`config.mk`:
```
export PLATFORM = sky130hd
export DESIGN_NAME = mqe_ctrl
export DESIGN_NICKNAME = d
export VERILOG_FILES = /design/src/mqe_pkg.sv /design/src/mqe_ctrl.sv
export SDC_FILE = /design/constraint.sdc
export NUM_CORES = 1
export LEC_CHECK = 0
export BUFFER_PORTS_ARGS = -buffer_cell sky130_fd_sc_hd__buf_2
export CORE_AREA = 3 3 40 42
export CTS_CLUSTER_SIZE = 24
export DETAILED_ROUTE_END_ITERATION = 12
export DIE_AREA = 0 0 43 45
export GPL_ROUTABILITY_DRIVEN = 1
export PLACE_DENSITY = 0.81
export SYNTH_ARGS = -nofsm -noshare
export SYNTH_HDL_FRONTEND = slang
export SYNTH_SLANG_ARGS = --single-unit
export TNS_END_PERCENT = 10
```
`constraint.sdc`:
```
create_clock -name i_clk -period 1.68 [get_ports i_clk]
set_clock_uncertainty 0.1 [all_clocks]
set_input_delay 0.336 -clock i_clk [delete_from_list [all_inputs] [get_ports i_clk]]
set_output_delay 0.336 -clock i_clk [all_outputs]
set_load 0.05 [all_outputs]
```
`src/mqe_pkg.sv`:
```
// Package: shared types, codes and probability tables of the MQ encoder.
`default_nettype none
package mqe_pkg;

    localparam int CONTEXT_COUNT = 2048;
    localparam int CTX_AW = $clog2(CONTEXT_COUNT);
    localparam int MAX_RESULTS = 21;
    localparam int RES_W = 5;

    typedef enum logic [1:0] {
        OP_ENC    = 2'd0,
        OP_ENC_FL = 2'd1,
        OP_FLUSH  = 2'd2,
        OP_NONE   = 2'd3
    } t_op;

    typedef enum logic [3:0] {
        S_CLEAR, S_IDLE, S_READ, S_EVAL, S_SHIFT, S_FL_INIT, S_FL_LOOP,
        S_FL_TAIL, S_MARK, S_FIN, S_FIN_FL
    } t_state;

    typedef struct packed {
        logic start;
        logic clear;
        logic eval;
        logic shift;
        logic fl_init;
        logic fl_loop;
        logic fl_tail;
        logic mark;
        logic next_bit;
        logic rst_state;
    } t_cmd;

    typedef struct packed {
        logic       clr_done;
        logic       renorm;
        logic       sh_done;
        logic       last_bit;
        logic       k_init_pos;
        logic       k_loop_pos;
        logic [1:0] op;
    } t_sts;

    typedef struct packed {
        logic [7:0]  out_byte;
        logic        byte_valid;
        logic [31:0] stream_length;
    } t_res;

    typedef struct packed {
        logic [27:0] c;
        logic [7:0]  b;
        logic [3:0]  ct;
        logic        emit;
        logic [7:0]  val;
    } t_bo;

    localparam logic [15:0] QE [0:52] = '{
        16'h5601,16'h3401,16'h1801,16'h0ac1,16'h0521,16'h0221,16'h5601,16'h5401,
        16'h4801,16'h3801,16'h3001,16'h2401,16'h1c01,16'h1601,16'h5601,16'h54ff,
        16'h5401,16'h527d,16'h5101,16'h4c5f,16'h4801,16'h3f80,16'h3801,16'h35f7,
        16'h3401,16'h31f6,16'h3001,16'h2801,16'h2401,16'h2201,16'h1c01,16'h1801,
        16'h1601,16'h1401,16'h1201,16'h1101,16'h0ac1,16'h09c1,16'h08a1,16'h0521,
        16'h0441,16'h02a1,16'h0221,16'h0141,16'h0111,16'h0085,16'h0049,16'h0025,
        16'h0015,16'h0009,16'h0005,16'h0001,16'h5601
    };
    localparam logic [5:0] NMPS [0:52] = '{
        6'd1,6'd2,6'd3,6'd4,6'd5,6'd44,6'd7,6'd8,6'd9,6'd10,
        6'd11,6'd12,6'd13,6'd35,6'd15,6'd16,6'd17,6'd18,6'd19,6'd20,
        6'd21,6'd22,6'd23,6'd24,6'd25,6'd26,6'd27,6'd28,6'd29,6'd30,
        6'd31,6'd32,6'd33,6'd34,6'd35,6'd36,6'd37,6'd38,6'd39,6'd40,
        6'd41,6'd42,6'd43,6'd44,6'd45,6'd45,6'd47,6'd48,6'd49,6'd50,
        6'd51,6'd51,6'd52
    };
    localparam logic [5:0] NLPS [0:52] = '{
        6'd1,6'd6,6'd9,6'd12,6'd35,6'd39,6'd6,6'd14,6'd14,6'd14,
        6'd20,6'd22,6'd25,6'd27,6'd14,6'd14,6'd14,6'd15,6'd16,6'd17,
        6'd18,6'd19,6'd20,6'd21,6'd22,6'd23,6'd24,6'd25,6'd26,6'd27,
        6'd28,6'd29,6'd30,6'd31,6'd32,6'd33,6'd34,6'd35,6'd36,6'd37,
        6'd38,6'd39,6'd40,6'd41,6'd42,6'd43,6'd44,6'd45,6'd46,6'd47,
        6'd48,6'd49,6'd52
    };

    function automatic logic swap_of(input logic [5:0] st);
        return (st == 6'd0) || (st == 6'd6) || (st == 6'd14);
    endfunction

    function automatic t_bo byte_out(input logic [27:0] c, input logic [7:0] b,
                                     input logic buffered);
        t_bo         r;
        logic [7:0]  bb;
        logic [27:0] cc;
        bb = b;
        cc = c;
        if (b != 8'hff && c[27]) begin
            bb = b + 8'd1;
            cc[27] = 1'b0;
        end
        if (bb == 8'hff) begin
            r.emit = 1'b1;
            r.val  = 8'hff;
            r.b    = cc[27:20];
            r.c    = {8'd0, cc[19:0]};
            r.ct   = 4'd7;
        end else begin
            r.emit = buffered;
            r.val  = bb;
            r.b    = cc[26:19];
            r.c    = {9'd0, cc[18:0]};
            r.ct   = 4'd8;
        end
        return r;
    endfunction

endpackage
`default_nettype wire

```
`src/mqe_ctrl.sv`:
```
// Controller: sequences bits, renormalization, flush, context clearing.
`default_nettype none
module mqe_ctrl (
    input  wire logic           i_clk,
    input  wire logic           i_rst_n,
    input  wire logic           i_valid,
    input  wire logic [1:0]     i_opcode,
    output logic                o_ready,
    input  wire mqe_pkg::t_sts  i_sts,
    input  wire logic           i_res_rdy,
    output mqe_pkg::t_cmd       o_cmd,
    output logic                o_fin
);
    import mqe_pkg::*;

    t_state r_state, n_state;
    t_state bit_end;

    always_ff @(posedge i_clk) begin
        if (!i_rst_n) begin
            r_state <= S_CLEAR;
        end else begin
            r_state <= n_state;
        end
    end

    always_comb begin
        bit_end = S_READ;
        if (i_sts.last_bit) begin
            bit_end = (i_sts.op == OP_ENC_FL) ? S_FL_INIT : S_FIN;
        end
        n_state = r_state;
        o_cmd   = '0;
        o_ready = 1'b0;
        o_fin   = 1'b0;
        case (r_state)
            S_CLEAR: begin
                o_cmd.clear = 1'b1;
                if (i_sts.clr_done) n_state = S_IDLE;
            end
            S_IDLE: begin
                o_ready = 1'b1;
                if (i_valid) begin
                    o_cmd.start = 1'b1;
                    case (i_opcode)
                        OP_ENC, OP_ENC_FL: n_state = S_READ;
                        OP_FLUSH:          n_state = S_FL_INIT;
                        default:           n_state = S_IDLE;
                    endcase
                end
            end
            S_READ: n_state = S_EVAL;
            S_EVAL: begin
                o_cmd.eval = 1'b1;
                if (i_sts.renorm) begin
                    n_state = S_SHIFT;
                end else begin
                    o_cmd.next_bit = 1'b1;
                    n_state = bit_end;
                end
            end
            S_SHIFT: begin
                if (i_res_rdy) begin
                    o_cmd.shift = 1'b1;
                    if (i_sts.sh_done) begin
                        o_cmd.next_bit = 1'b1;
                        n_state = bit_end;
                    end
                end
            end
            S_FL_INIT: begin
                o_cmd.fl_init = 1'b1;
                n_state = i_sts.k_init_pos ? S_FL_LOOP : S_FL_TAIL;
            end
            S_FL_LOOP: begin
                if (i_res_rdy) begin
                    o_cmd.fl_loop = 1'b1;
                    if (!i_sts.k_loop_pos) n_state = S_FL_TAIL;
                end
            end
            S_FL_TAIL: begin
                if (i_res_rdy) begin
                    o_cmd.fl_tail = 1'b1;
                    n_state = S_MARK;
                end
            end
            S_MARK: begin
                if (i_res_rdy) begin
                    o_cmd.mark = 1'b1;
                    n_state = S_FIN_FL;
                end
            end
            S_FIN: begin
                if (i_res_rdy) begin
                    o_fin = 1'b1;
                    n_state = S_IDLE;
                end
            end
            S_FIN_FL: begin
                if (i_res_rdy) begin
                    o_fin = 1'b1;
                    o_cmd.rst_state = 1'b1;
                    n_state = S_CLEAR;
                end
            end
            default: n_state = S_CLEAR;
        endcase
    end

endmodule
`default_nettype wire

```
==> results of run 1 <==
## cells in the mapped netlist (all sizes together)
cell type,count
a211o,1
a211oi,1
a21boi,2
a21oi,4
a22o,1
a22oi,2
a311oi,1
a32oi,2
and2,2
and3b,1
buf,5
clkbuf,1
dfxtp,4
inv,3
mux2,2
mux2i,3
nand2,7
nand2b,4
nand3b,1
nor2,7
nor2b,5
nor3,6
nor4,1
nor4b,1
o21ai,2
o221a,1
o221ai,1
o22ai,1
o2bb2ai,1
o31a,1
or2,1
## kinds of logic after synthesis
kind of cell	after synthesis	share of synthesized area, %
compound gates	21	31.19
buf+inv	9	10.97
flops	4	13.76
mux	5	9.032
simple gates	36	35.06
## layout make-up
type | count | area [um^2]
clock buffer | 3 | 22.52
fill | 68 | 225.2
inverter | 3 | 11.26
multi-input combinational | 62 | 561.8
sequential | 4 | 92.59
tap | 15 | 18.77
timing repair buffer | 38 | 352.8
## placed cells by master (no fill, tap or decap), types with 3 or more instances in the layout
cell type	netlist	final
buf_6	3	10
nand2_1	7	4
nor2b_1	4	3
nor3_4	0	4
dfxtp_4	0	3
buf_4	2	8
inv_1	3	3
nor2_1	7	5
a21oi_1	4	3
clkbuf_4	0	3
nand2_2	0	3
buf_12	0	4
mux2i_1	3	3
buf_2	0	14
## worst reg2reg max path, cell delays in order (launching register included)
cell and delay [ns]:
dfxtp_4 0.37, buf_6 0.11, nand2b_4 0.07, buf_12 0.14, a22oi_2 0.20, o221ai_4 0.18
a211o_1 0.29, a21boi_2 0.13
## per-layer routing
metal	share of wire, %	global-route usage (%)	routed length [um]
met5	0	0	0
met4	1.4	9.036	28
met3	4.9	2.789	99
met2	54	40.12	1083
met1	40	27.95	807
## power breakdown
part           switching [mW]  internal, mW  leakage (nW)
clock network          0.0424        0.0801        0.0138
logic                   0.505         0.438         0.370
registers              0.0356         0.124        0.0352
## final timing paths
check	endpoint	slack, ns	cells past startpoint
worst min register to register	r_state[3]	0.55	3
worst max-delay path	o_cmd[2]	-0.04	5
worst min-delay path	r_state[1]	0.25	2
worst max register to register	r_state[3]	0.04	7
## what timing repair did
action                                  CTS  global route
hold endpoints to repair                  0             0
pin swaps                                 4             6
resized for setup                        31            12
endpoints found under the setup margin   12            15
setup buffers                             1             0
## stage by stage
| stage | hold WS [ns] | cells | total power [mW] | TNS [ns] |
|---|---|---|---|---|
| after floorplan | 0.3642 | 75 | 0.7354 | -1.494 |
| after global placement | 0.4937 | 121 | 0.9267 | 0 |
| after detailed placement | 0.4941 | 121 | 0.9454 | 0 |
| after CTS | 0.2526 | 125 | 1.194 | -0.07655 |
| after global routing | 0.2625 | 125 | 1.293 | -0.7162 |
| final | 0.2542 | 125 | 1.225 | -0.1334 |
==> results.cfg, run 1 <==
[clocking]
cts_tree = done
cts_max_path_buffers = 2
cts.sinks = 4
clkSlewWorstSetupHoldPaths_ns = 0.04
clkLatencyLatePin_ns = 0.24
cts.hold.buffers_added = 0
cts-root-buf = clkbuf_4
cts-buffers-inserted = 3
cts_max_level = 1

[worst_setup_path]
max_stage_delay_ns = 0.35
cp.required_ns = 1.24
crit_family = simple AND/OR/NAND/NOR gates
startpoint = r_state[2]
cp_max_fo = 4
critPathSlowestCell = dfxtp_4
cp-start-kind = register
path_cells = buf_12 > nor2b_4 > nand2_2 > nor3_4 > buf_6
arrival_ns = 1.29
criticalPathCategory = register to primary output
worst-path-buf-inv = 2
worst_setup_path_end_kind = primary output
crit-reg2reg-launch = r_state[0]

[detailed_routing]
antenna_left = 0
avgViaCountPerCell = 6.016
via_count = 752
firstDrtPassIters = 4
drtIter0Drc = 22
finalWirelength_mm = 2.019
drcViolationCount = 0
wire_per_inst_um = 16.15

[placement]
dp_hpwl_mm = 1.359
post_dp_cell_area_um2 = 874.6
dpl_worst_slack_ns = 0.03493
globalplace.congestion = 0.8249
io_buffers = 25

[floorplan]
die_h_um = 45
dieArea_um2 = 1935
fp.dieW_um = 43
pin_count = 26
num_rows = 13
coreArea_um2 = 1285
initial_core_util_pct = 45.28

[outcome]
run_status = finished, violations left
violations = setup timing

[grt]
grt_pass1_vias = 742
grt_use_total_pct = 22.65
grt_overflow = 0
grt_max_degree = 15
grt_pass1_wl_mm = 3.325
antenna_found_initial = 0

[finish]
final_nets = 126
final_core_util_pct = 82.47
syn_to_final_growth_pct = 82.15
regMostFlops = r_state
n_antenna_cell = 0
drive_gt1_share_pct = 63.64
largest_register_ffs = 4
top_regs = r_state x4
design_area_um2 = 1060

[job]
drv_cap = 0

[timing]
timing.final.crit_share_pct = 102.6
maxSlewHeadroom_pct = 79.93
setup_viol = 7
fmax_mhz = 579.9
rsz0062_at_grt = yes
maxSlewViolCount = 0
layout_setup_ws_ns = -0.04432
min_period_ns = 1.724
tightest_slew_ns = 0.3011
hold_viol = 0

[logic_synthesis]
syn_area_per_cell_um2 = 7.757
synth_nets = 89
synth_top_area_cell = dfxtp_1
seq_area_frac_synth_pct = 13.76
synth_area_leaders = dfxtp_1 14%, buf_6 5.8%, mux2i_1 5.2%
netlist_area_um2 = 581.8
synth_cell_type_count = 36
synthCells = 75
synth_seq_cells = 4
ys_warn_count = 0
synth_top_area_share_pct = 13.76

[min_path]
min_from = i_rst_n
hold_path_class = input pin to register

[power]
vdd_drop_max_v = 0.0006153
powerDensity_nw_per_um2 = 1156
p_leak_nw = 0.4190
Note: power is estimated with default switching activity, not from simulation.
==> run 2, diff against run 1 <==
--- a/config.mk
+++ b/config.mk
@@ -6,10 +6,10 @@
 export NUM_CORES = 1
 export LEC_CHECK = 0
 export BUFFER_PORTS_ARGS = -buffer_cell sky130_fd_sc_hd__buf_2
-export CORE_AREA = 3 3 40 42
+export CORE_AREA = 2 2 39 41
 export CTS_CLUSTER_SIZE = 24
 export DETAILED_ROUTE_END_ITERATION = 12
-export DIE_AREA = 0 0 43 45
+export DIE_AREA = 0 0 41 43
 export GPL_ROUTABILITY_DRIVEN = 1
 export PLACE_DENSITY = 0.81
 export SYNTH_ARGS = -nofsm -noshare
==> run 2 against run 1 <==
Compared with the run above: the run still ends with setup timing left; sequential power shrank 8%; sequential cell count is the same; register-to-register slack barely moved; routed wire length decreased by 4.8%; clock power is 3% lower; worst setup slack worse by 0.0082 ns; largest power group unchanged.
==> results.cfg, run 2 (synthesis gave the netlist of run 1 again) <==
[outcome]
run_status = finished, violations left
violations = setup timing

[timing]
fmax_mhz = 577.2
maxSlewViolCount = 0
min_period_ns = 1.732
hold_viol = 0
maxSlewHeadroom_pct = 79.79
rsz0062_at_grt = yes
fin_hold_ws_ns = 0.2724
setup_viol = 6
tightest_slew_ns = 0.3032
layout_setup_ws_ns = -0.05248
timing.final.crit_share_pct = 103.1

[placement]
place_inst = 119
io_buffers = 25
dp_hpwl_mm = 1.405
dpl_worst_slack_ns = 0.006121
globalplace.congestion = 0.8607

[grt]
top_usage_layer = met2
use_met2_pct = 40.63
grtUsageMet1_pct = 30.94
grt_overflow = 0
antenna_found_initial = 0
grt_pass1_wl_mm = 2.946
grt_max_degree = 16
grt_pass1_vias = 638
grt_use_total_pct = 25.71
grt_use_met3_pct = 5.236

[power]
powerDensity_nw_per_um2 = 1152
p_leak_nw = 0.4015
vdd_drop_max_v = 0.0004570

[worst_setup_path]
worst_setup_path_end_kind = primary output
criticalPathCategory = register to primary output
cp_max_fo = 6
crit_path_end = o_cmd[9]
arrival_ns = 1.30
crit-reg2reg-launch = r_state[2]
ff2ff_path_depth = 7
startpoint = r_state[0]
timing.rr.end = r_state[3]
rrSetupSlack_ns = 0.04
cp-start-kind = register
cp.required_ns = 1.24

[clocking]
cts_tree = done
cts.sinks = 4
clkLatencyLatePin_ns = 0.23
clkSlewWorstSetupHoldPaths_ns = 0.04
cts-root-buf = clkbuf_4
cts.hold.buffers_added = 0
cts_max_level = 1
cts-buffers-inserted = 3
cts_max_path_buffers = 2

[finish]
layout_commonest_cell = buf_2
syn_to_final_growth_pct = 65.59
layout.cells.non_filler = 124
drive_gt1_share_pct = 62.04
top_regs = r_state x4
regMostFlops = r_state
n_antenna_cell = 0
fillers = 106
final_core_util_pct = 69.62
final_nets = 124
final_cell_mix = 15 x buf_2, 12 x buf_4, 6 x nor2_1, 5 x buf_6
largest_register_ffs = 4

[floorplan]
initial_core_util_pct = 42.04
num_rows = 14
dieArea_um2 = 1763
fp.dieW_um = 41
pin_count = 26
die_h_um = 43
coreArea_um2 = 1384

[detailed_routing]
drtIter0Drc = 18
drcViolationCount = 0
via_count = 707
antenna_left = 0
wire_per_inst_um = 15.51
avgViaCountPerCell = 5.702
finalWirelength_mm = 1.923
firstDrtPassIters = 4

[min_path]
hold_path_class = input pin to register
hold_depth = 2

[job]
drv_cap = 0
## run 2: cell count changes in the layout (fill, tap and decap cells not counted), moves of 2 or more
| cell | previous run | this run |
|---|---|---|
| buf_4 | 8 | 12 |
| buf_6 | 10 | 5 |
| buf_12 | 4 | 1 |
| nor2_4 | 2 | 0 |
| dfxtp_4 | 3 | 0 |
| dfxtp_2 | 1 | 4 |
## run 2: power by group
part	switching [mW]	leakage (nW)	total [mW]	internal, mW
registers	0.0252	0.0343	0.146	0.121
clock network	0.0391	0.0138	0.119	0.0799
logic	0.485	0.353	0.845	0.360
## run 2: worst min-delay path by stage
stage | from | to | slack [ns]
2_1_floorplan | i_rst_n | r_state[0] | 0.36
3_3_place_gp | i_rst_n | r_state[1] | 0.49
3_5_place_dp | i_rst_n | r_state[1] | 0.50
4_1_cts | i_rst_n | r_state[1] | 0.25
5_1_grt | i_rst_n | r_state[0] | 0.25
6_report | i_rst_n | r_state[0] | 0.27
## run 2: area by class of cell
type	count	area, um^2	share of cell area [%]
Multi-Input combinational cell	62	541.8	56.23
Timing Repair Buffer	36	279.0	28.96
Sequential cell	4	85.08	8.831
Clock buffer	3	22.52	2.338
Tap cell	16	20.02	2.078
Inverter	3	15.01	1.558
## run 2: worst max-delay path, cell delays in order, from the launching register on
cell and delay, ns:
dfxtp_2 0.34, buf_4 0.12, nand2b_4 0.09, nor3_4 0.19
and2_4 0.17, buf_8 0.14
## run 2: what timing repair did
item,CTS,global route
pin swaps,3,1
setup endpoints to repair,11,14
buffers inserted,2,0
gates resized for setup,25,6
## run 2: metal layers
layer	vias up	part of all wire [%]
met1	329	42
met3	8	4.4
met4	0	2.5
li1	340	-
met2	30	51
met5	-	0
## run 2: metrics by stage
| step | total power [mW] | setup TNS, ns | instance area (um^2) |
|---|---|---|---|
| after floorplan | 0.7354 | -1.494 | 659.4 |
| after global placement | 0.8753 | 0 | 828.3 |
| after detailed placement | 0.8960 | 0 | 828.3 |
| after CTS | 1.084 | -0.1726 | 943.4 |
| after global routing | 1.178 | -0.9037 | 963.4 |
| final | 1.110 | -0.1832 | 963.4 |
==> run 3, diff against run 2 <==
--- a/config.mk
+++ b/config.mk
@@ -5,13 +5,14 @@
 export SDC_FILE = /design/constraint.sdc
 export NUM_CORES = 1
 export LEC_CHECK = 0
+export ABC_AREA = 1
 export BUFFER_PORTS_ARGS = -buffer_cell sky130_fd_sc_hd__buf_2
 export CORE_AREA = 2 2 39 41
 export CTS_CLUSTER_SIZE = 24
 export DETAILED_ROUTE_END_ITERATION = 12
 export DIE_AREA = 0 0 41 43
 export GPL_ROUTABILITY_DRIVEN = 1
-export PLACE_DENSITY = 0.81
+export PLACE_DENSITY = 0.76
 export SYNTH_ARGS = -nofsm -noshare
 export SYNTH_HDL_FRONTEND = slang
 export SYNTH_SLANG_ARGS = --single-unit
==> run 3 against run 2 <==
Compared with the run above: the flow still finishes with violations (setup timing); die area unchanged; maximum frequency shrank 1.9%; global-route usage is 5.8 points lower; synthesized area is 9.7% lower; clock power is essentially flat; largest cell class unchanged.
==> results.cfg, run 3 <==
[finish]
n_antenna_cell = 0
multi_input_area_um2 = 407.9
final_nets = 156
drive_gt1_share_pct = 40.71
regMostFlops = r_state
top_regs = r_state x4
largest_register_ffs = 4
seqCellArea_um2 = 92.59
layout_commonest_cell = nand2_1
syn_to_final_growth_pct = 64.05
final_cell_mix = 35 x nand2_1, 16 x inv_1, 15 x nand3_1, 13 x buf_2, 11 x buf_4
fillers = 140
layout.cells.non_filler = 156

[timing]
fmax_mhz = 566.5
layout_setup_ws_ns = -0.08516
timing.final.crit_share_pct = 105.1
maxSlewViolCount = 0
min_period_ns = 1.765
maxSlewHeadroom_pct = 82.04
hold_viol = 0
tightest_slew_ns = 0.2691
setup_viol = 5
rsz0062_at_grt = yes

[logic_synthesis]
syn_area_per_cell_um2 = 5.053
synth_area_leaders = nand2_1 26%, dfxtp_1 15%, nand3_1 14%
synthSimpleGateAreaFrac_pct = 65.71
synth_seq_cells = 4
synth.most_common_cell = nand2_1
ys.flop_type = dfxtp_1
netlist_area_um2 = 525.5
synth_compound_area_share_pct = 6.190
synth_nets = 118
async_reset_ff_share_pct = 0
synthAdderAreaFrac_pct = 0
synthMuxAreaShare_pct = 0
seq_area_frac_synth_pct = 15.24
synth_common_cells = 37 x nand2_1, 16 x inv_1, 15 x nand3_1
synth_top_family_by_area = simple AND/OR/NAND/NOR gates
synthCells = 104
synth_top_area_cell = nand2_1
synth-edff-count = 0
ys_warn_count = 0
synth_xor_xnor_area_share_pct = 0
synth_cell_type_count = 13
synth_top_area_share_pct = 26.43

[clocking]
cts-root-buf = clkbuf_4
cts-buffers-inserted = 3
clkSlewWorstSetupHoldPaths_ns = 0.04
cts_tree = done
cts_max_level = 1
cts.sinks = 4
clkLatencyLatePin_ns = 0.23
cts.hold.buffers_added = 0
cts_max_path_buffers = 2

[grt]
grt_use_total_pct = 19.90
grt_overflow = 0
grt_pass1_wl_mm = 2.477
antenna_found_initial = 0
grt_max_degree = 9
grt_pass1_vias = 572

[power]
powerDensity_nw_per_um2 = 1219
p_int_uw = 488.6
vdd_drop_max_v = 0.0008278
switching_share_pct = 53.49
pwr-share-comb_pct = 71.3
p_clk_share_pct = 11.2
p_leak_nw = 0.4923
p_seq_share_pct = 17.5
netSwitchingPower_uw = 562.0

[worst_setup_path]
criticalPathCategory = register to primary output
cp_max_fo = 6
critPathSlowestCell = dfxtp_4
cp.required_ns = 1.24
crit_top_cell = nand2_1
arrival_ns = 1.33
cp-start-kind = register
max_stage_delay_ns = 0.38
worst_setup_path_end_kind = primary output
path_cells = inv_4 > nor2_4 > nand2_2 > nor2_2 > nand2_1 > nand2_1 > buf_6

[job]
drv_cap = 0

[floorplan]
fp.dieW_um = 41
die_h_um = 43
dieArea_um2 = 1763
num_rows = 14
pin_count = 26
initial_core_util_pct = 37.97
coreArea_um2 = 1384

[outcome]
violations = setup timing
run_status = finished, violations left

[detailed_routing]
avgViaCountPerCell = 5.128
firstDrtPassIters = 4
finalWirelength_mm = 1.734
via_count = 800
wire_per_inst_um = 11.12
drcViolationCount = 0
antenna_left = 0
drtIter0Drc = 21

[placement]
place_inst = 148
dp_hpwl_mm = 1.208
dpl_worst_slack_ns = -0.007084
globalplace.congestion = 0.8658
io_buffers = 25

[min_path]
hold_path_class = input pin to register
run 3: cell count changes in the layout (fill, tap and decap cells not counted), moves of 3 or more:
cell,previous run,this run
dfxtp_4,0,3
nor3_4,3,0
mux2i_1,3,0
nor2b_1,3,0
buf_6,5,9
dfxtp_2,4,1
nor2_2,1,5
nor2_4,0,5
nand2_1,4,35
inv_1,2,16
nand3_1,0,15
run 3: worst paths after layout:
kind / slack (ns) / from / depth (start not counted) / end
min: 0.28 / i_rst_n / 3 / r_state[1]
min reg2reg: 0.42 / r_state[2] / 2 / r_state[2]
max reg2reg: 0.15 / r_state[0] / 8 / r_state[3]
max: -0.09 / r_state[2] / 7 / o_cmd[1]
run 3: layout make-up:
| type | instances | share of cell area (%) |
|---|---|---|
| clock buffer | 3 | 2.612 |
| inverter | 18 | 8.128 |
| multi-input combinational | 82 | 47.31 |
| sequential | 4 | 10.74 |
| tap | 16 | 2.322 |
| timing repair buffer | 33 | 28.88 |
run 3: routing by layer:
| layer | GRT usage, % | routed length [um] |
|---|---|---|
| met1 | 29.35 | 686 |
| met3 | 1.571 | 116 |
| met2 | 28.75 | 909 |
| met5 | 0 | 0 |
| met4 | 8.000 | 21 |
run 3: worst max-delay path, delay by kind of cell (launching register included):
kind	cells	cell delay [ns]
buffers and inverters	2	0.20
flip-flops	1	0.38
AND/OR/NAND/NOR	5	0.51
run 3: kinds of logic (layout without fill, tap and decap cells):
family                 count (synthesis)  in the layout
AO/OA/AOI/OAI                          6              6
AND/OR/NAND/NOR                       76             76
buffers and inverters                 18             54
flip-flops                             4              4
run 3: timing repair:
item,in CTS,in global routing
setup buffers,0,5
setup endpoints to repair,12,12
gates resized for setup,18,20
pin swaps,0,4
run 3: power by group through the flow:
stage / Sequential [mW] / Clock (mW) / Combinational [mW]
4_1_cts: 0.168 / 0.123 / 0.655
6_report: 0.184 / 0.118 / 0.749
5_1_grt: 0.188 / 0.130 / 0.806
3_3_place_gp: 0.158 / 0 / 0.620
2_1_floorplan: 0.155 / 0 / 0.463
3_5_place_dp: 0.161 / 0 / 0.622
run 3: through the flow:
step                hold WS (ns)  setup TNS [ns]  util [%]  power, mW  cell area (um^2)
floorplan                 0.4066          -2.294         -     0.6173             528.0
global route              0.2917         -0.7619     62.30      1.125             862.1
detailed placement        0.4480       -0.007084     50.27     0.7828             695.7
CTS                       0.2681         -0.1872     54.88     0.9466             759.5
global placement          0.4411               0     50.27     0.7782             695.7
finish                    0.2779         -0.1301     62.30      1.051             862.1
