$ cat src/mqe_pkg.sv
// Package: shared types, codes and probability tables of the MQ encoder.
`default_nettype none
package mqe_pkg;

    localparam int CONTEXT_COUNT = 2048;
    localparam int CTX_AW = $clog2(CONTEXT_COUNT);
    localparam int MAX_RESULTS = 21;
    localparam int RES_W = 5;

    typedef enum logic [1:0] {
        OP_ENC    = 2'd0,
        OP_ENC_FL = 2'd1,
        OP_FLUSH  = 2'd2,
        OP_NONE   = 2'd3
    } t_op;

    typedef enum logic [3:0] {
        S_CLEAR, S_IDLE, S_READ, S_EVAL, S_SHIFT, S_FL_INIT, S_FL_LOOP,
        S_FL_TAIL, S_MARK, S_FIN, S_FIN_FL
    } t_state;

    typedef struct packed {
        logic start;
        logic clear;
        logic eval;
        logic shift;
        logic fl_init;
        logic fl_loop;
        logic fl_tail;
        logic mark;
        logic next_bit;
        logic rst_state;
    } t_cmd;

    typedef struct packed {
        logic       clr_done;
        logic       renorm;
        logic       sh_done;
        logic       last_bit;
        logic       k_init_pos;
        logic       k_loop_pos;
        logic [1:0] op;
    } t_sts;

    typedef struct packed {
        logic [7:0]  out_byte;
        logic        byte_valid;
        logic [31:0] stream_length;
    } t_res;

    typedef struct packed {
        logic [27:0] c;
        logic [7:0]  b;
        logic [3:0]  ct;
        logic        emit;
        logic [7:0]  val;
    } t_bo;

    localparam logic [15:0] QE [0:52] = '{
        16'h5601,16'h3401,16'h1801,16'h0ac1,16'h0521,16'h0221,16'h5601,16'h5401,
        16'h4801,16'h3801,16'h3001,16'h2401,16'h1c01,16'h1601,16'h5601,16'h54ff,
        16'h5401,16'h527d,16'h5101,16'h4c5f,16'h4801,16'h3f80,16'h3801,16'h35f7,
        16'h3401,16'h31f6,16'h3001,16'h2801,16'h2401,16'h2201,16'h1c01,16'h1801,
        16'h1601,16'h1401,16'h1201,16'h1101,16'h0ac1,16'h09c1,16'h08a1,16'h0521,
        16'h0441,16'h02a1,16'h0221,16'h0141,16'h0111,16'h0085,16'h0049,16'h0025,
        16'h0015,16'h0009,16'h0005,16'h0001,16'h5601
    };
    localparam logic [5:0] NMPS [0:52] = '{
        6'd1,6'd2,6'd3,6'd4,6'd5,6'd44,6'd7,6'd8,6'd9,6'd10,
        6'd11,6'd12,6'd13,6'd35,6'd15,6'd16,6'd17,6'd18,6'd19,6'd20,
        6'd21,6'd22,6'd23,6'd24,6'd25,6'd26,6'd27,6'd28,6'd29,6'd30,
        6'd31,6'd32,6'd33,6'd34,6'd35,6'd36,6'd37,6'd38,6'd39,6'd40,
        6'd41,6'd42,6'd43,6'd44,6'd45,6'd45,6'd47,6'd48,6'd49,6'd50,
        6'd51,6'd51,6'd52
    };
    localparam logic [5:0] NLPS [0:52] = '{
        6'd1,6'd6,6'd9,6'd12,6'd35,6'd39,6'd6,6'd14,6'd14,6'd14,
        6'd20,6'd22,6'd25,6'd27,6'd14,6'd14,6'd14,6'd15,6'd16,6'd17,
        6'd18,6'd19,6'd20,6'd21,6'd22,6'd23,6'd24,6'd25,6'd26,6'd27,
        6'd28,6'd29,6'd30,6'd31,6'd32,6'd33,6'd34,6'd35,6'd36,6'd37,
        6'd38,6'd39,6'd40,6'd41,6'd42,6'd43,6'd44,6'd45,6'd46,6'd47,
        6'd48,6'd49,6'd52
    };

    function automatic logic swap_of(input logic [5:0] st);
        return (st == 6'd0) || (st == 6'd6) || (st == 6'd14);
    endfunction

    function automatic t_bo byte_out(input logic [27:0] c, input logic [7:0] b,
                                     input logic buffered);
        t_bo         r;
        logic [7:0]  bb;
        logic [27:0] cc;
        bb = b;
        cc = c;
        if (b != 8'hff && c[27]) begin
            bb = b + 8'd1;
            cc[27] = 1'b0;
        end
        if (bb == 8'hff) begin
            r.emit = 1'b1;
            r.val  = 8'hff;
            r.b    = cc[27:20];
            r.c    = {8'd0, cc[19:0]};
            r.ct   = 4'd7;
        end else begin
            r.emit = buffered;
            r.val  = bb;
            r.b    = cc[26:19];
            r.c    = {9'd0, cc[18:0]};
            r.ct   = 4'd8;
        end
        return r;
    endfunction

endpackage
`default_nettype wire

$ cat src/mqe_out_if.sv
// Interface: output channel carrying coded bytes and the closing marker.
`default_nettype none
interface mqe_out_if;
    logic        valid;
    logic        ready;
    logic [7:0]  out_byte;
    logic        byte_valid;
    logic        last_of_run;
    logic [31:0] stream_length;
    modport source (output valid, output out_byte, output byte_valid,
                    output last_of_run, output stream_length, input ready);
    modport sink (input valid, input out_byte, input byte_valid,
                  input last_of_run, input stream_length, output ready);
endinterface
`default_nettype wire

$ cat src/mqe_outq.sv
// Result stage: holds the newest result until its last flag is known.
`default_nettype none
module mqe_outq (
    input  wire logic           i_clk,
    input  wire logic           i_rst_n,
    input  wire logic           i_push,
    input  wire mqe_pkg::t_res  i_res,
    input  wire logic           i_fin,
    output logic                o_rdy,
    mqe_out_if.source           o_out
);
    import mqe_pkg::*;

    logic r_hold_v, r_out_v, r_out_last;
    t_res r_hold, r_out;
    logic out_free, move;

    assign out_free = !r_out_v || o_out.ready;
    assign o_rdy    = !r_hold_v || out_free;
    assign move     = r_hold_v && (i_push || i_fin) && out_free;

    always_ff @(posedge i_clk) begin
        if (!i_rst_n) begin
            r_hold_v <= 1'b0;
            r_out_v  <= 1'b0;
        end else begin
            if (move) r_out_v <= 1'b1;
            else if (o_out.ready) r_out_v <= 1'b0;
            if (i_push) r_hold_v <= 1'b1;
            else if (i_fin) r_hold_v <= 1'b0;
        end
    end

    always_ff @(posedge i_clk) begin
        if (i_push) r_hold <= i_res;
        if (move) begin
            r_out      <= r_hold;
            r_out_last <= i_fin;
        end
    end

    assign o_out.valid         = r_out_v;
    assign o_out.out_byte      = r_out.out_byte;
    assign o_out.byte_valid    = r_out.byte_valid;
    assign o_out.last_of_run   = r_out_last;
    assign o_out.stream_length = r_out.stream_length;

endmodule
`default_nettype wire

$ cat src/flat_wrapper.sv
// flat-port wrapper written by rule: the top's interface ports become plain ports
module mqe_outq_flat import mqe_pkg::*;
  (i_clk, i_rst_n, i_push, i_res, i_fin, o_rdy, o_out_valid, o_out_out_byte, o_out_byte_valid, o_out_last_of_run, o_out_stream_length, o_out_ready);
  mqe_out_if o_out_i ();
  input  wire logic i_clk;
  input  wire logic i_rst_n;
  input  wire logic i_push;
  input  wire mqe_pkg::t_res i_res;
  input  wire logic i_fin;
  output logic o_rdy;
  output wire logic [$bits(o_out_i.valid)-1:0] o_out_valid;
  output wire logic [$bits(o_out_i.out_byte)-1:0] o_out_out_byte;
  output wire logic [$bits(o_out_i.byte_valid)-1:0] o_out_byte_valid;
  output wire logic [$bits(o_out_i.last_of_run)-1:0] o_out_last_of_run;
  output wire logic [$bits(o_out_i.stream_length)-1:0] o_out_stream_length;
  input wire logic [$bits(o_out_i.ready)-1:0] o_out_ready;
  assign o_out_valid = o_out_i.valid;
  assign o_out_out_byte = o_out_i.out_byte;
  assign o_out_byte_valid = o_out_i.byte_valid;
  assign o_out_last_of_run = o_out_i.last_of_run;
  assign o_out_stream_length = o_out_i.stream_length;
  assign o_out_i.ready = o_out_ready;
  mqe_outq u_core (.i_clk(i_clk), .i_rst_n(i_rst_n), .i_push(i_push), .i_res(i_res), .i_fin(i_fin), .o_rdy(o_rdy), .o_out(o_out_i));
endmodule
$ cat config.mk
export PLATFORM = sky130hd
export DESIGN_NAME = mqe_outq_flat
export DESIGN_NICKNAME = d
export VERILOG_FILES = /design/src/mqe_pkg.sv /design/src/mqe_out_if.sv /design/src/mqe_outq.sv /design/src/flat_wrapper.sv
export SDC_FILE = /design/constraint.sdc
export NUM_CORES = 1
export LEC_CHECK = 0
export ABC_AREA = 1
export BUFFER_PORTS_ARGS = -buffer_cell sky130_fd_sc_hd__buf_2
export CAP_MARGIN = 10
export CORE_MARGIN = 2
export CORE_UTILIZATION = 52
export DETAILED_ROUTE_END_ITERATION = 10
export PLACE_DENSITY = 0.83
export SLEW_MARGIN = 0
export SYNTH_ARGS = -nofsm -noshare
export SYNTH_HDL_FRONTEND = slang
export SYNTH_SLANG_ARGS = --single-unit
$ cat constraint.sdc
create_clock -name i_clk -period 7.85 [get_ports i_clk]
set_input_delay 1.1775 -clock i_clk [delete_from_list [all_inputs] [get_ports i_clk]]
set_output_delay 1.1775 -clock i_clk [all_outputs]
set_load 0.05 [all_outputs]
==> implementation parameters, run 1 <==
Parameter                              Value

Synth
  Sequential share of the synthesized area ... 0.979
  Area share of the leading cell type in the synthesized netlist ... 0.963
  Synth Cell Area ... ~2600 µm²
  Primary FF master, synth ... sky130_fd_sc_hd__edfxtp_1
  Count of unique library cells instantiated by Yosys ... 10
  Most numerous cell types in the synthesized netlist ... 83 x sky130_fd_sc_hd__edfxtp_1, 3 x sky130_fd_sc_hd__inv_1, 2 x sky130_fd_sc_hd__dfxtp_1, 2 x sky130_fd_sc_hd__nor2_1
  Post-Synthesis Mean Instance Area ... around 27 µm²
  Post-Synthesis Cells ... 96
  Post-synthesis register bit count ... 85
  EDFF count, synth ... 83
  Most common cell in the netlist ... sky130_fd_sc_hd__edfxtp_1
  Largest cells by area after synthesis ... sky130_fd_sc_hd__edfxtp_1 96%, sky130_fd_sc_hd__dfxtp_1 1.5%, sky130_fd_sc_hd__inv_1 0.44%
  Fraction of registers with async set/reset ... 0
  Yosys synthesis warning count ... 0
  Largest area contributor in the netlist ... sky130_fd_sc_hd__edfxtp_1
  Synthesized Nets ... about 140

Setup path
  WP data arrival ... 2.95 ns
  Reg2reg setup slack ... 6.12 ns
  Worst Setup Start Kind ... primary input
  Critical Path End Type ... flip-flop
  Worst-path maximum fanout ... 43
  Data required time at the worst endpoint ... 7.80 ns
  Critical path start-end classification ... in -> reg

Route
  Total number of vias ... 1186
  DR WL/cell ... 13.2 µm
  1st-iter DRT viols ... 84
  Total wirelength of the detailed-routed design ... 3.55 mm
  Count of antenna-violating nets left after detailed routing ... 0
  DRC ... 0
  DRT Pass-1 Iters ... 4
  Avg Vias per Cell ... 4.43

STA
  Endpoints failing hold ... 0
  Max Freq ... 334 MHz
  Slew @ Worst Pin ... 1.08 ns
  Unrepaired setup endpoints after global routing ... false
  Worst max-slew margin expressed relative to the limit ... 0.276
  Max-slew violations ... 0
  Share of the cycle needed by the critical path after routing ... 0.381
  Fin Clk Skew ... between 0.004 and 0.005 ns
  Number of setup violations in the final report ... 0
  Final total negative setup slack ... 0 ns
  Minimum clock period ... approximately 3 ns

GRT
  Number of global-route vias before repair ... 1107
  Global routing usage summed across all routing layers ... 0.136
  Wire length of the first global-routing pass ... between 4 and 5 mm
  Antenna violations before repair ... 0
  Remaining Overflow, GRT ... 0
  Largest net degree at the start of global routing ... 44

Die
  Total core area ... 4750 µm²
  Die outline height ... ~75 µm
  Chip Width ... 74.5 µm
  Die footprint ... 5560 µm²
  Initial core utilization ... 0.544
  Number of standard-cell rows in the floorplan ... 25
  Boundary pin count ... 90

Clocking
  Quantity of hold-fixing buffers added after cts ... 0
  H-tree levels ... 3
  Number of sinks driven by the clock tree ... 85
  Clock network latency to the later pin of the worst-skew pair ... 0.33 ns
  Root Buffer ... sky130_fd_sc_hd__clkbuf_8
  Clock transition at the registers of the reported paths ... 0.07 ns
  Number of resized instances in the post-cts repair step ... 0
  TritonCTS clock tree ... yes
  Deepest clock path buffer count ... 2
  Post-CTS setup-driven buffer insertion count ... 0
  Clock buffer count from CTS ... 9

Status
  Outcome ... finished clean

Power and ir drop
  Power per cell area ... 261 nW/µm²
  IR drop worst, VDD ... 150 µV
  Leak pwr ... 1.27 nW

Final layout
  Share of post-route cells with drive strength above 1 ... 0.527
  Area growth syn-to-layout ... 26.9%
  Post-route design area ... approximately 3300 µm²
  Nets ... 242
  Number of fill cells ... approximately 340
  Antenna diode count ... 0

Min path
  Path type of the worst min-delay path ... reg -> reg

Placed design
  Placed inst area ... roughly 3100 µm²
  Quantity of I/O buffers inserted on ports ... 89
  Weighted congestion reported at the end of routability-driven placement ... between 0.6 and 0.7

Flow run
  Count of max-cap constraint violations ... 0
[cells in the final DEF (no fill, tap or decap), drive strengths merged]
master	count
nor2	2
buf	89
clkbuf	11
clkinvlp	2
o21ai	1
edfxtp	83
inv	4
nand2	2
dfxtp	2
clkinv	3
a21oi	2
[worst max-delay path: stages]
cell and delay [ns]:
sky130_fd_sc_hd__buf_2 0.67, sky130_fd_sc_hd__o21ai_2 0.21, sky130_fd_sc_hd__nor2_4 0.85
[routing by layer]
metal,up-vias,track usage,wire length (µm)
met5,-,0,0
met4,0,0.107,86
met3,9,0.0718,422
met2,72,0.200,1680
met1,529,0.148,1360
li1,576,-,-
[flip-flops by register name, indices dropped and copies added, names as in the netlist]
| register | cells |
|---|---|
| u_core.o_out.byte_valid | 1 |
| u_core.o_out.out_byte | 8 |
| u_core.o_out.stream_length | 32 |
| u_core.o_out.last_of_run | 1 |
| u_core.o_out.valid | 1 |
| u_core.r_hold | 41 |
| u_core.r_hold_v | 1 |
[path summary, 6_finish.rpt]
path | from | to | cells past startpoint
worst max-delay path | i_push | u_core.o_out.stream_length[17] | 3
worst min-delay path | u_core.r_hold[5] | u_core.o_out.stream_length[5] | 0
worst max register to register | u_core.r_hold_v | u_core.o_out.stream_length[17] | 2
worst min register to register | u_core.r_hold[5] | u_core.o_out.stream_length[5] | 0
[stage by stage]
stage / utilization / worst slack (ns) / hold slack (ns) / total power, mW / std cells
after global routing: 0.691 / 4.67 / 0.423 / 0.894 / 268
final: 0.691 / 4.86 / 0.419 / 0.857 / 268
after global placement: 0.657 / 4.53 / 0.401 / 0.621 / 252
after floorplan: - / 4.32 / 0.400 / 0.595 / 96
after detailed placement: 0.657 / 4.43 / 0.405 / 0.624 / 252
after CTS: 0.691 / 4.80 / 0.416 / 0.869 / 268
[cell type report]
type	count	area [µm²]	share of cell area
sequential	85	2530	0.771
timing repair buffer	89	445	0.136
clock buffer	11	131	0.0400
tap	67	83.8	0.0255
multi-input combinational	7	47.5	0.0145
clock inverter	5	27.5	0.00838
inverter	4	15.0	0.00457
[where the power goes]
group	leakage (nW)	switching [mW]	internal (mW)
registers	0.809	0.00649	0.533
clock network	0.0744	0.132	0.112
logic	0.385	0.0565	0.0159
total	1.27	0.195	0.661
[logic make-up (layout without fill, tap and decap cells)]
| kind of cell | after synthesis | after routing | share of synthesized area |
|---|---|---|---|
| flops | 85 | 85 | 0.979 |
| simple gates | 4 | 4 | 0.00677 |
| buf+inv | 4 | 109 | 0.00580 |
| compound gates | 3 | 3 | 0.00870 |
Note: power is estimated with default switching activity, not from simulation.
==> inputs of run 2 (changes only) <==
--- a/config.mk
+++ b/config.mk
@@ -9,9 +9,9 @@
 export BUFFER_PORTS_ARGS = -buffer_cell sky130_fd_sc_hd__buf_2
 export CAP_MARGIN = 10
 export CORE_MARGIN = 2
-export CORE_UTILIZATION = 52
+export CORE_UTILIZATION = 44
 export DETAILED_ROUTE_END_ITERATION = 10
-export PLACE_DENSITY = 0.83
+export PLACE_DENSITY = 0.74
 export SLEW_MARGIN = 0
 export SYNTH_ARGS = -nofsm -noshare
 export SYNTH_HDL_FRONTEND = slang
==> constraint.sdc (replaced) <==
create_clock -name i_clk -period 2.5 [get_ports i_clk]
set_input_delay 0.375 -clock i_clk [delete_from_list [all_inputs] [get_ports i_clk]]
set_output_delay 0.375 -clock i_clk [all_outputs]
set_load 0.05 [all_outputs]
==> run 2 against run 1 <==
Against the previous run: via count is 3.0% higher; clock-buffer cell count down 1; total power increased to 3.4 times the previous value; critical path depth up 1; non-clock buffer count increased by 2.
==> implementation parameters, run 2 (same netlist as run 1, synthesis figures left out) <==
Parameter                              Value

Status
  Outcome ... finished clean

Final layout
  Commonest non-fill, non-tap cell in the layout ... sky130_fd_sc_hd__buf_2
  Reg with most FFs ... u_core.r_hold
  Antenna diode count ... 0 (unchanged)
  Most used cells in the layout excluding fill and tap cells ... 89 x sky130_fd_sc_hd__buf_2, 83 x sky130_fd_sc_hd__edfxtp_1, 9 x sky130_fd_sc_hd__clkbuf_8
  Final cell count without fillers ... 275 (+2.6%)
  Number of fill cells ... 422 (+23%)
  Area growth syn-to-layout ... 29.9%
  Post-route design area ... 3360 µm² (+2.4%)
  Share of post-route cells with drive strength above 1 ... 0.547 (+0.0194)
  Max FFs per register ... 41 (unchanged)
  Nets ... 244 (+0.83%)

Route
  Total wirelength of the detailed-routed design ... 4.07 mm (+15%)
  DRT Pass-1 Iters ... 4 (unchanged)
  Total number of vias ... 1222 (+3.0%)
  Avg Vias per Cell ... 4.44 (+0.41%)
  1st-iter DRT viols ... 62 (-26%)
  DR WL/cell ... 14.8 µm (+12%)
  DRC ... 0 (unchanged)
  Count of antenna-violating nets left after detailed routing ... 0 (unchanged)

Placed design
  Quantity of I/O buffers inserted on ports ... 89 (unchanged)
  Placed inst area ... 3150 µm² (+0.68%)
  Post-DP HPWL ... 2.63 mm
  Number of placed cells counting well taps ... 259 (+2.8%)
  Weighted congestion reported at the end of routability-driven placement ... 0.625 (-6.1%)

Die
  Boundary pin count ... 90 (unchanged)
  Number of standard-cell rows in the floorplan ... 27 (+8.0%)
  Initial core utilization ... 0.461 (-0.0828)
  Total core area ... 5610 µm² (+18%)
  Chip Width ... 80.7 µm (+8.2%)
  Die footprint ... 6510 µm² (+17%)
  Die outline height ... 80.7 µm (+8.2%)

Setup path
  WP data arrival ... 1.10 ns (-1.85 ns)
  Worst path slowest cell ... sky130_fd_sc_hd__dfxtp_1
  Critical path start-end classification ... reg -> out
  Critical Path End Type ... output pin
  CP cell instances ... nand2_2 > inv_2 > nand2_1 > buf_2
  Critical path's largest stage delay ... 0.32 ns (-0.53 ns)
  Largest delay share family, worst path ... flip-flops
  Data required time at the worst endpoint ... 2.12 ns (-5.68 ns)
  CP bufs+invs ... 2 (+1)
  Worst Setup Start Kind ... flip-flop
  Worst-path maximum fanout ... 2 (-95%)

Clocking
  Clock network latency to the later pin of the worst-skew pair ... 0.34 ns (about the same)
  Number of resized instances in the post-cts repair step ... 0 (unchanged)
  H-tree levels ... 3 (unchanged)
  Root Buffer ... sky130_fd_sc_hd__clkbuf_8
  Deepest clock path buffer count ... 2 (unchanged)
  Clock transition at the registers of the reported paths ... 0.08 ns (about the same)
  Quantity of hold-fixing buffers added after cts ... 0 (unchanged)
  TritonCTS clock tree ... yes
  Number of sinks driven by the clock tree ... 85 (unchanged)
  Clock buffer count from CTS ... 9 (unchanged)
  Post-CTS setup-driven buffer insertion count ... 0 (unchanged)

GRT
  Most used routing layer in global routing ... met2
  Global-route met2 utilization ... 0.197 (-0.00294)
  Wire length of the first global-routing pass ... 5.91 mm (+19%)
  Antenna violations before repair ... 0 (unchanged)
  Fraction of met3 tracks used by global routing ... 0.0506 (-0.0213)
  Number of global-route vias before repair ... 1141 (+3.1%)
  Global routing usage summed across all routing layers ... 0.135 (-0.000949)
  Largest net degree at the start of global routing ... 43 (-2.3%)
  Met1 layer usage reported by global route ... 0.168 (+0.0201)
  Remaining Overflow, GRT ... 0 (unchanged)

STA
  Number of setup violations in the final report ... 0 (unchanged)
  Worst max-slew margin expressed relative to the limit ... 0.650 (+0.374)
  Max Freq ... 677 MHz
  Fin Clk Skew ... 0.00467 ns (+0.0000304 ns)
  Final total negative setup slack ... 0 ns (unchanged)
  Endpoints failing hold ... 0 (unchanged)
  Unrepaired setup endpoints after global routing ... false
  Max-slew violations ... 0 (unchanged)
  Minimum clock period ... 1.48 ns
  Slew @ Worst Pin ... 0.525 ns (-0.558 ns)
  Share of the cycle needed by the critical path after routing ... 0.591

Power and ir drop
  Power per cell area ... 874 nW/µm² (+230%)
  IR drop worst, VDD ... 422 µV (+180%)
  Leak pwr ... 1.31 nW (+3.6%)

Min path
  Path type of the worst min-delay path ... in -> reg

Flow run
  Count of max-cap constraint violations ... 0 (unchanged)
[run 2: power by group]
group / internal [mW] / total [mW] / leakage (nW) / switching, mW
clock: 0.562 / 1.01 / 0.110 / 0.446
combinational: 0.0521 / 0.231 / 0.395 / 0.179
sequential: 1.67 / 1.70 / 0.809 / 0.0239
total: 2.29 / 2.94 / 1.31 / 0.649
[run 2: worst paths after layout]
kind | cells after the start | to | slack (ns) | from
worst max-delay path | 4 | o_rdy | 1.02 | u_core.o_out.valid
worst min-delay path | 1 | u_core.r_hold[15] | 0.20 | i_res[15]
worst min register to register | 0 | u_core.o_out.stream_length[23] | 0.42 | u_core.r_hold[23]
worst max register to register | 3 | u_core.o_out.out_byte[1] | 1.12 | u_core.r_hold_v
[run 2: area by class of cell]
cell class              count  area (µm²)  area share
clock buffers              10         128      0.0380
clock inverters             6        87.6      0.0261
inverters                   4        15.0     0.00447
multi-input cells           7        47.5      0.0141
flip-flops and latches     85        2530       0.754
well taps                  72        90.1      0.0268
repair buffers             91         460       0.137
[run 2: through the flow]
| step | worst slack, ns | util | power [mW] | hold slack, ns |
|---|---|---|---|---|
| detailed placement | 0.953 | 0.561 | 1.96 | 0.405 |
| CTS | 0.992 | 0.599 | 2.97 | 0.179 |
| global route | 0.963 | 0.599 | 3.05 | 0.176 |
| global placement | 0.982 | 0.561 | 1.95 | 0.400 |
| finish | 1.02 | 0.599 | 2.94 | 0.202 |
| floorplan | 0.304 | - | 1.87 | 0.400 |
[run 2: layer usage]
layer | wire length, µm | vias up
li1 | - | 580
met5 | 0 | -
met4 | 75 | 0
met1 | 1680 | 568
met2 | 1960 | 67
met3 | 343 | 7
==> inputs of run 3 (changes only) <==
--- a/config.mk
+++ b/config.mk
@@ -9,9 +9,9 @@
 export BUFFER_PORTS_ARGS = -buffer_cell sky130_fd_sc_hd__buf_2
 export CAP_MARGIN = 10
 export CORE_MARGIN = 2
-export CORE_UTILIZATION = 44
+export CORE_UTILIZATION = 48
 export DETAILED_ROUTE_END_ITERATION = 10
-export PLACE_DENSITY = 0.74
+export PLACE_DENSITY = 0.77
 export SLEW_MARGIN = 0
 export SYNTH_ARGS = -nofsm -noshare
 export SYNTH_HDL_FRONTEND = slang
==> constraint.sdc (replaced) <==
create_clock -name i_clk -period 1.5 [get_ports i_clk]
set_input_delay 0.225 -clock i_clk [delete_from_list [all_inputs] [get_ports i_clk]]
set_output_delay 0.225 -clock i_clk [all_outputs]
set_load 0.05 [all_outputs]
==> run 3 against run 2 <==
Against the previous run: critical path depth stayed put; clock-buffer cell count is 3 higher; via count is 3.2% lower; die area is 7.9% lower; combinational power is 70% higher; core utilization is 5.4 points higher; design area is 0.15% lower; non-clock buffer count is 2 higher; total power is 59% higher; clock power is 44% higher; register-to-register slack worse by 0.77 ns; global-route usage is 0.52 points lower; largest power group unchanged; highest routed layer unchanged.
==> implementation parameters, run 3 (same netlist as run 1, synthesis figures left out) <==
Parameter                              Value

STA
  Worst max-slew margin expressed relative to the limit ... 0.777 (+0.127)
  Fin Clk Skew ... 0.00856 ns (+0.00390 ns)
  Max Freq ... roughly 760 MHz
  Minimum clock period ... 1.32 ns
  Final total negative setup slack ... 0 ns (unchanged)
  Max-slew violations ... 0 (unchanged)
  Endpoints failing hold ... 0 (unchanged)
  Slew @ Worst Pin ... 0.334 ns (-0.191 ns)
  Unrepaired setup endpoints after global routing ... false
  Number of setup violations in the final report ... 0 (unchanged)
  Share of the cycle needed by the critical path after routing ... 0.881

Setup path
  CP cell instances ... nand2_4 > inv_2 > nand2_1 > buf_2
  Critical register-to-register path startpoint ... u_core.r_hold_v
  Critical path start-end classification ... reg -> out
  Reg2reg setup slack ... 0.35 ns (-0.77 ns)
  Worst Setup Start Kind ... flip-flop
  WP data arrival ... 1.10 ns (about the same)
  CP bufs+invs ... 2 (unchanged)
  Critical Path End Type ... output pin
  Largest delay share family, worst path ... flip-flops
  Critical path's largest stage delay ... 0.35 ns (+0.03 ns)
  Worst-path maximum fanout ... 2 (unchanged)
  Worst path slowest cell ... sky130_fd_sc_hd__dfxtp_4
  Length in cells of the worst reg-to-reg path ... 3 (unchanged)
  R2r endpoint ... u_core.o_out.stream_length[8]
  Data required time at the worst endpoint ... 1.27 ns (-0.85 ns)

Route
  Total wirelength of the detailed-routed design ... 3.50 mm (-14%)
  Amount of wire on met2 after detailed routing ... 1.63 mm (-17%)
  Avg Vias per Cell ... 4.30 (-3.2%)
  Count of antenna-violating nets left after detailed routing ... 0 (unchanged)
  Top Layer Used ... met4
  Metal3 WL ... 429 µm (+25%)
  DR WL/cell ... 12.7 µm (-14%)
  DRT Pass-1 Iters ... 4 (unchanged)
  Total number of vias ... 1183 (-3.2%)
  DRC ... 0 (unchanged)
  M1 WL ... 1.36 mm (-19%)
  1st-iter DRT viols ... 63 (+1.6%)

Die
  Initial core utilization ... 0.503 (+0.0420)
  Boundary pin count ... 90 (unchanged)
  Die outline height ... 77.4 µm (-4.0%)
  Die footprint ... 5990 µm² (-7.9%)
  Total core area ... 5140 µm² (-8.3%)
  Number of standard-cell rows in the floorplan ... 26 (-3.7%)
  Chip Width ... 77.4 µm (-4.0%)

Final layout
  Number of fill cells ... 364 (-14%)
  Nets ... 246 (+0.82%)
  Reg with most FFs ... u_core.r_hold
  Final cell count without fillers ... 275 (unchanged)
  Antenna diode count ... 0 (unchanged)
  Share of post-route cells with drive strength above 1 ... 0.532 (-0.0151)
  Commonest non-fill, non-tap cell in the layout ... sky130_fd_sc_hd__buf_2
  Utilization after layout ... 0.653 (+0.0536)
  Most used cells in the layout excluding fill and tap cells ... 89 x sky130_fd_sc_hd__buf_2, 83 x sky130_fd_sc_hd__edfxtp_1, 9 x sky130_fd_sc_hd__clkbuf_8
  Area growth syn-to-layout ... 29.7%
  Max FFs per register ... 41 (unchanged)

Clocking
  TritonCTS clock tree ... yes
  Clock network latency to the later pin of the worst-skew pair ... 0.34 ns (about the same)
  Number of sinks driven by the clock tree ... 85 (unchanged)
  Clock buffer count from CTS ... 9 (unchanged)
  Root Buffer ... sky130_fd_sc_hd__clkbuf_8
  Quantity of hold-fixing buffers added after cts ... 0 (unchanged)
  Number of resized instances in the post-cts repair step ... 0 (unchanged)
  Deepest clock path buffer count ... 2 (unchanged)
  Clock transition at the registers of the reported paths ... 0.08 ns (about the same)
  Post-CTS setup-driven buffer insertion count ... 0 (unchanged)
  H-tree levels ... 3 (unchanged)

GRT
  Remaining Overflow, GRT ... 0 (unchanged)
  Largest net degree at the start of global routing ... 29 (-33%)
  Wire length of the first global-routing pass ... 5.63 mm (-4.7%)
  Global routing usage summed across all routing layers ... 0.130 (-0.00516)
  Antenna violations before repair ... 0 (unchanged)
  Number of global-route vias before repair ... 1207 (+5.8%)

Min path
  Hold Crit Endpoint ... u_core.r_hold[32]
  Hold path cells ... 1 (unchanged)
  Hold Path Origin ... i_res[32]
  Path type of the worst min-delay path ... in -> reg

Power and ir drop
  Internal power ... 3.65 mW (+59%)
  IR drop worst, VDD ... 869 µV (+110%)
  Power per cell area ... 1390 nW/µm² (+59%)
  Power, Total ... 4.66 mW (+59%)
  Net switching component of the power ... 1.01 mW (+56%)
  Sequential group share of total power ... 0.606 (+0.028)
  Part of the total power dissipated in the clock network ... 0.310 (-0.034)
  Combinational power share ... 0.084 (+0.005)
  Switching power share of the total ... 0.218 (-0.00335)
  Leak pwr ... 1.31 nW (-0.22%)

Placed design
  Number of placed cells counting well taps ... 259 (unchanged)
  Weighted congestion reported at the end of routability-driven placement ... 0.645 (+3.2%)
  Quantity of I/O buffers inserted on ports ... 89 (unchanged)

Status
  Outcome ... finished clean

Flow run
  Count of max-cap constraint violations ... 0 (unchanged)
==> run 3: changes by cell type in the layout (fill, tap and decap cells not counted), moves of 2 or more <==
| cell | change |
|---|---|
| sky130_fd_sc_hd__clkbuf_1 | +3 |
| sky130_fd_sc_hd__clkinv_1 | +2 |
| sky130_fd_sc_hd__clkinv_2 | -2 |
| sky130_fd_sc_hd__clkinv_4 | -2 |
==> run 3: metal layers <==
| metal | track usage | up-vias |
|---|---|---|
| met3 | 0.0744 | 8 |
| li1 | - | 583 |
| met5 | 0 | - |
| met1 | 0.137 | 524 |
| met2 | 0.203 | 68 |
| met4 | 0.0786 | 0 |
==> run 3: area by class of cell <==
| cell class | count | area (µm²) | share of cell area |
|---|---|---|---|
| clock buffer | 13 | 139 | 0.0414 |
| clock inverter | 3 | 37.5 | 0.0112 |
| inverter | 4 | 15.0 | 0.00447 |
| multi-input combinational | 7 | 52.6 | 0.0157 |
| sequential | 85 | 2540 | 0.756 |
| tap | 70 | 87.6 | 0.0261 |
| timing repair buffer | 93 | 488 | 0.145 |
==> run 3: how the worst max path moves through the flow <==
stage | cells past startpoint | to | from | slack, ns
2_1_floorplan | 3 | u_core.o_out.byte_valid | u_core.o_out.valid | -0.04
3_3_place_gp | 6 | u_core.o_out.out_byte[0] | o_out_ready | 0.39
3_5_place_dp | 3 | u_core.o_out.stream_length[11] | u_core.r_hold_v | 0.36
4_1_cts | 4 | o_rdy | u_core.o_out.valid | 0.16
5_1_grt | 4 | o_rdy | u_core.o_out.valid | 0.12
6_report | 4 | o_rdy | u_core.o_out.valid | 0.18
==> run 3: worst reg2reg max path, stage by stage, from the launching register on <==
cell	delay, ns
sky130_fd_sc_hd__dfxtp_1	0.37
sky130_fd_sc_hd__o21ai_2	0.10
sky130_fd_sc_hd__nor2_4	0.15
sky130_fd_sc_hd__buf_4	0.23
==> run 3: metrics by stage <==
stage                     instance area (µm²)  hold WS, ns  worst slack [ns]
after floorplan                          2600        0.324           -0.0380
after global placement                   3180        0.400             0.391
after detailed placement                 3180        0.403             0.356
after CTS                                3360       0.0428             0.156
after global routing                     3360       0.0404             0.119
final                                    3360       0.0592             0.178
==> run 3: power by group through the flow <==
| stage | clock [mW] | combinational, mW | sequential [mW] |
|---|---|---|---|
| 6_report | 1.45 | 0.392 | 2.82 |
| 5_1_grt | 1.56 | 0.414 | 2.84 |
| 4_1_cts | 1.48 | 0.397 | 2.82 |
| 3_5_place_dp | 0 | 0.397 | 2.88 |
| 3_3_place_gp | 0 | 0.391 | 2.87 |
| 2_1_floorplan | 0 | 0.0330 | 3.08 |
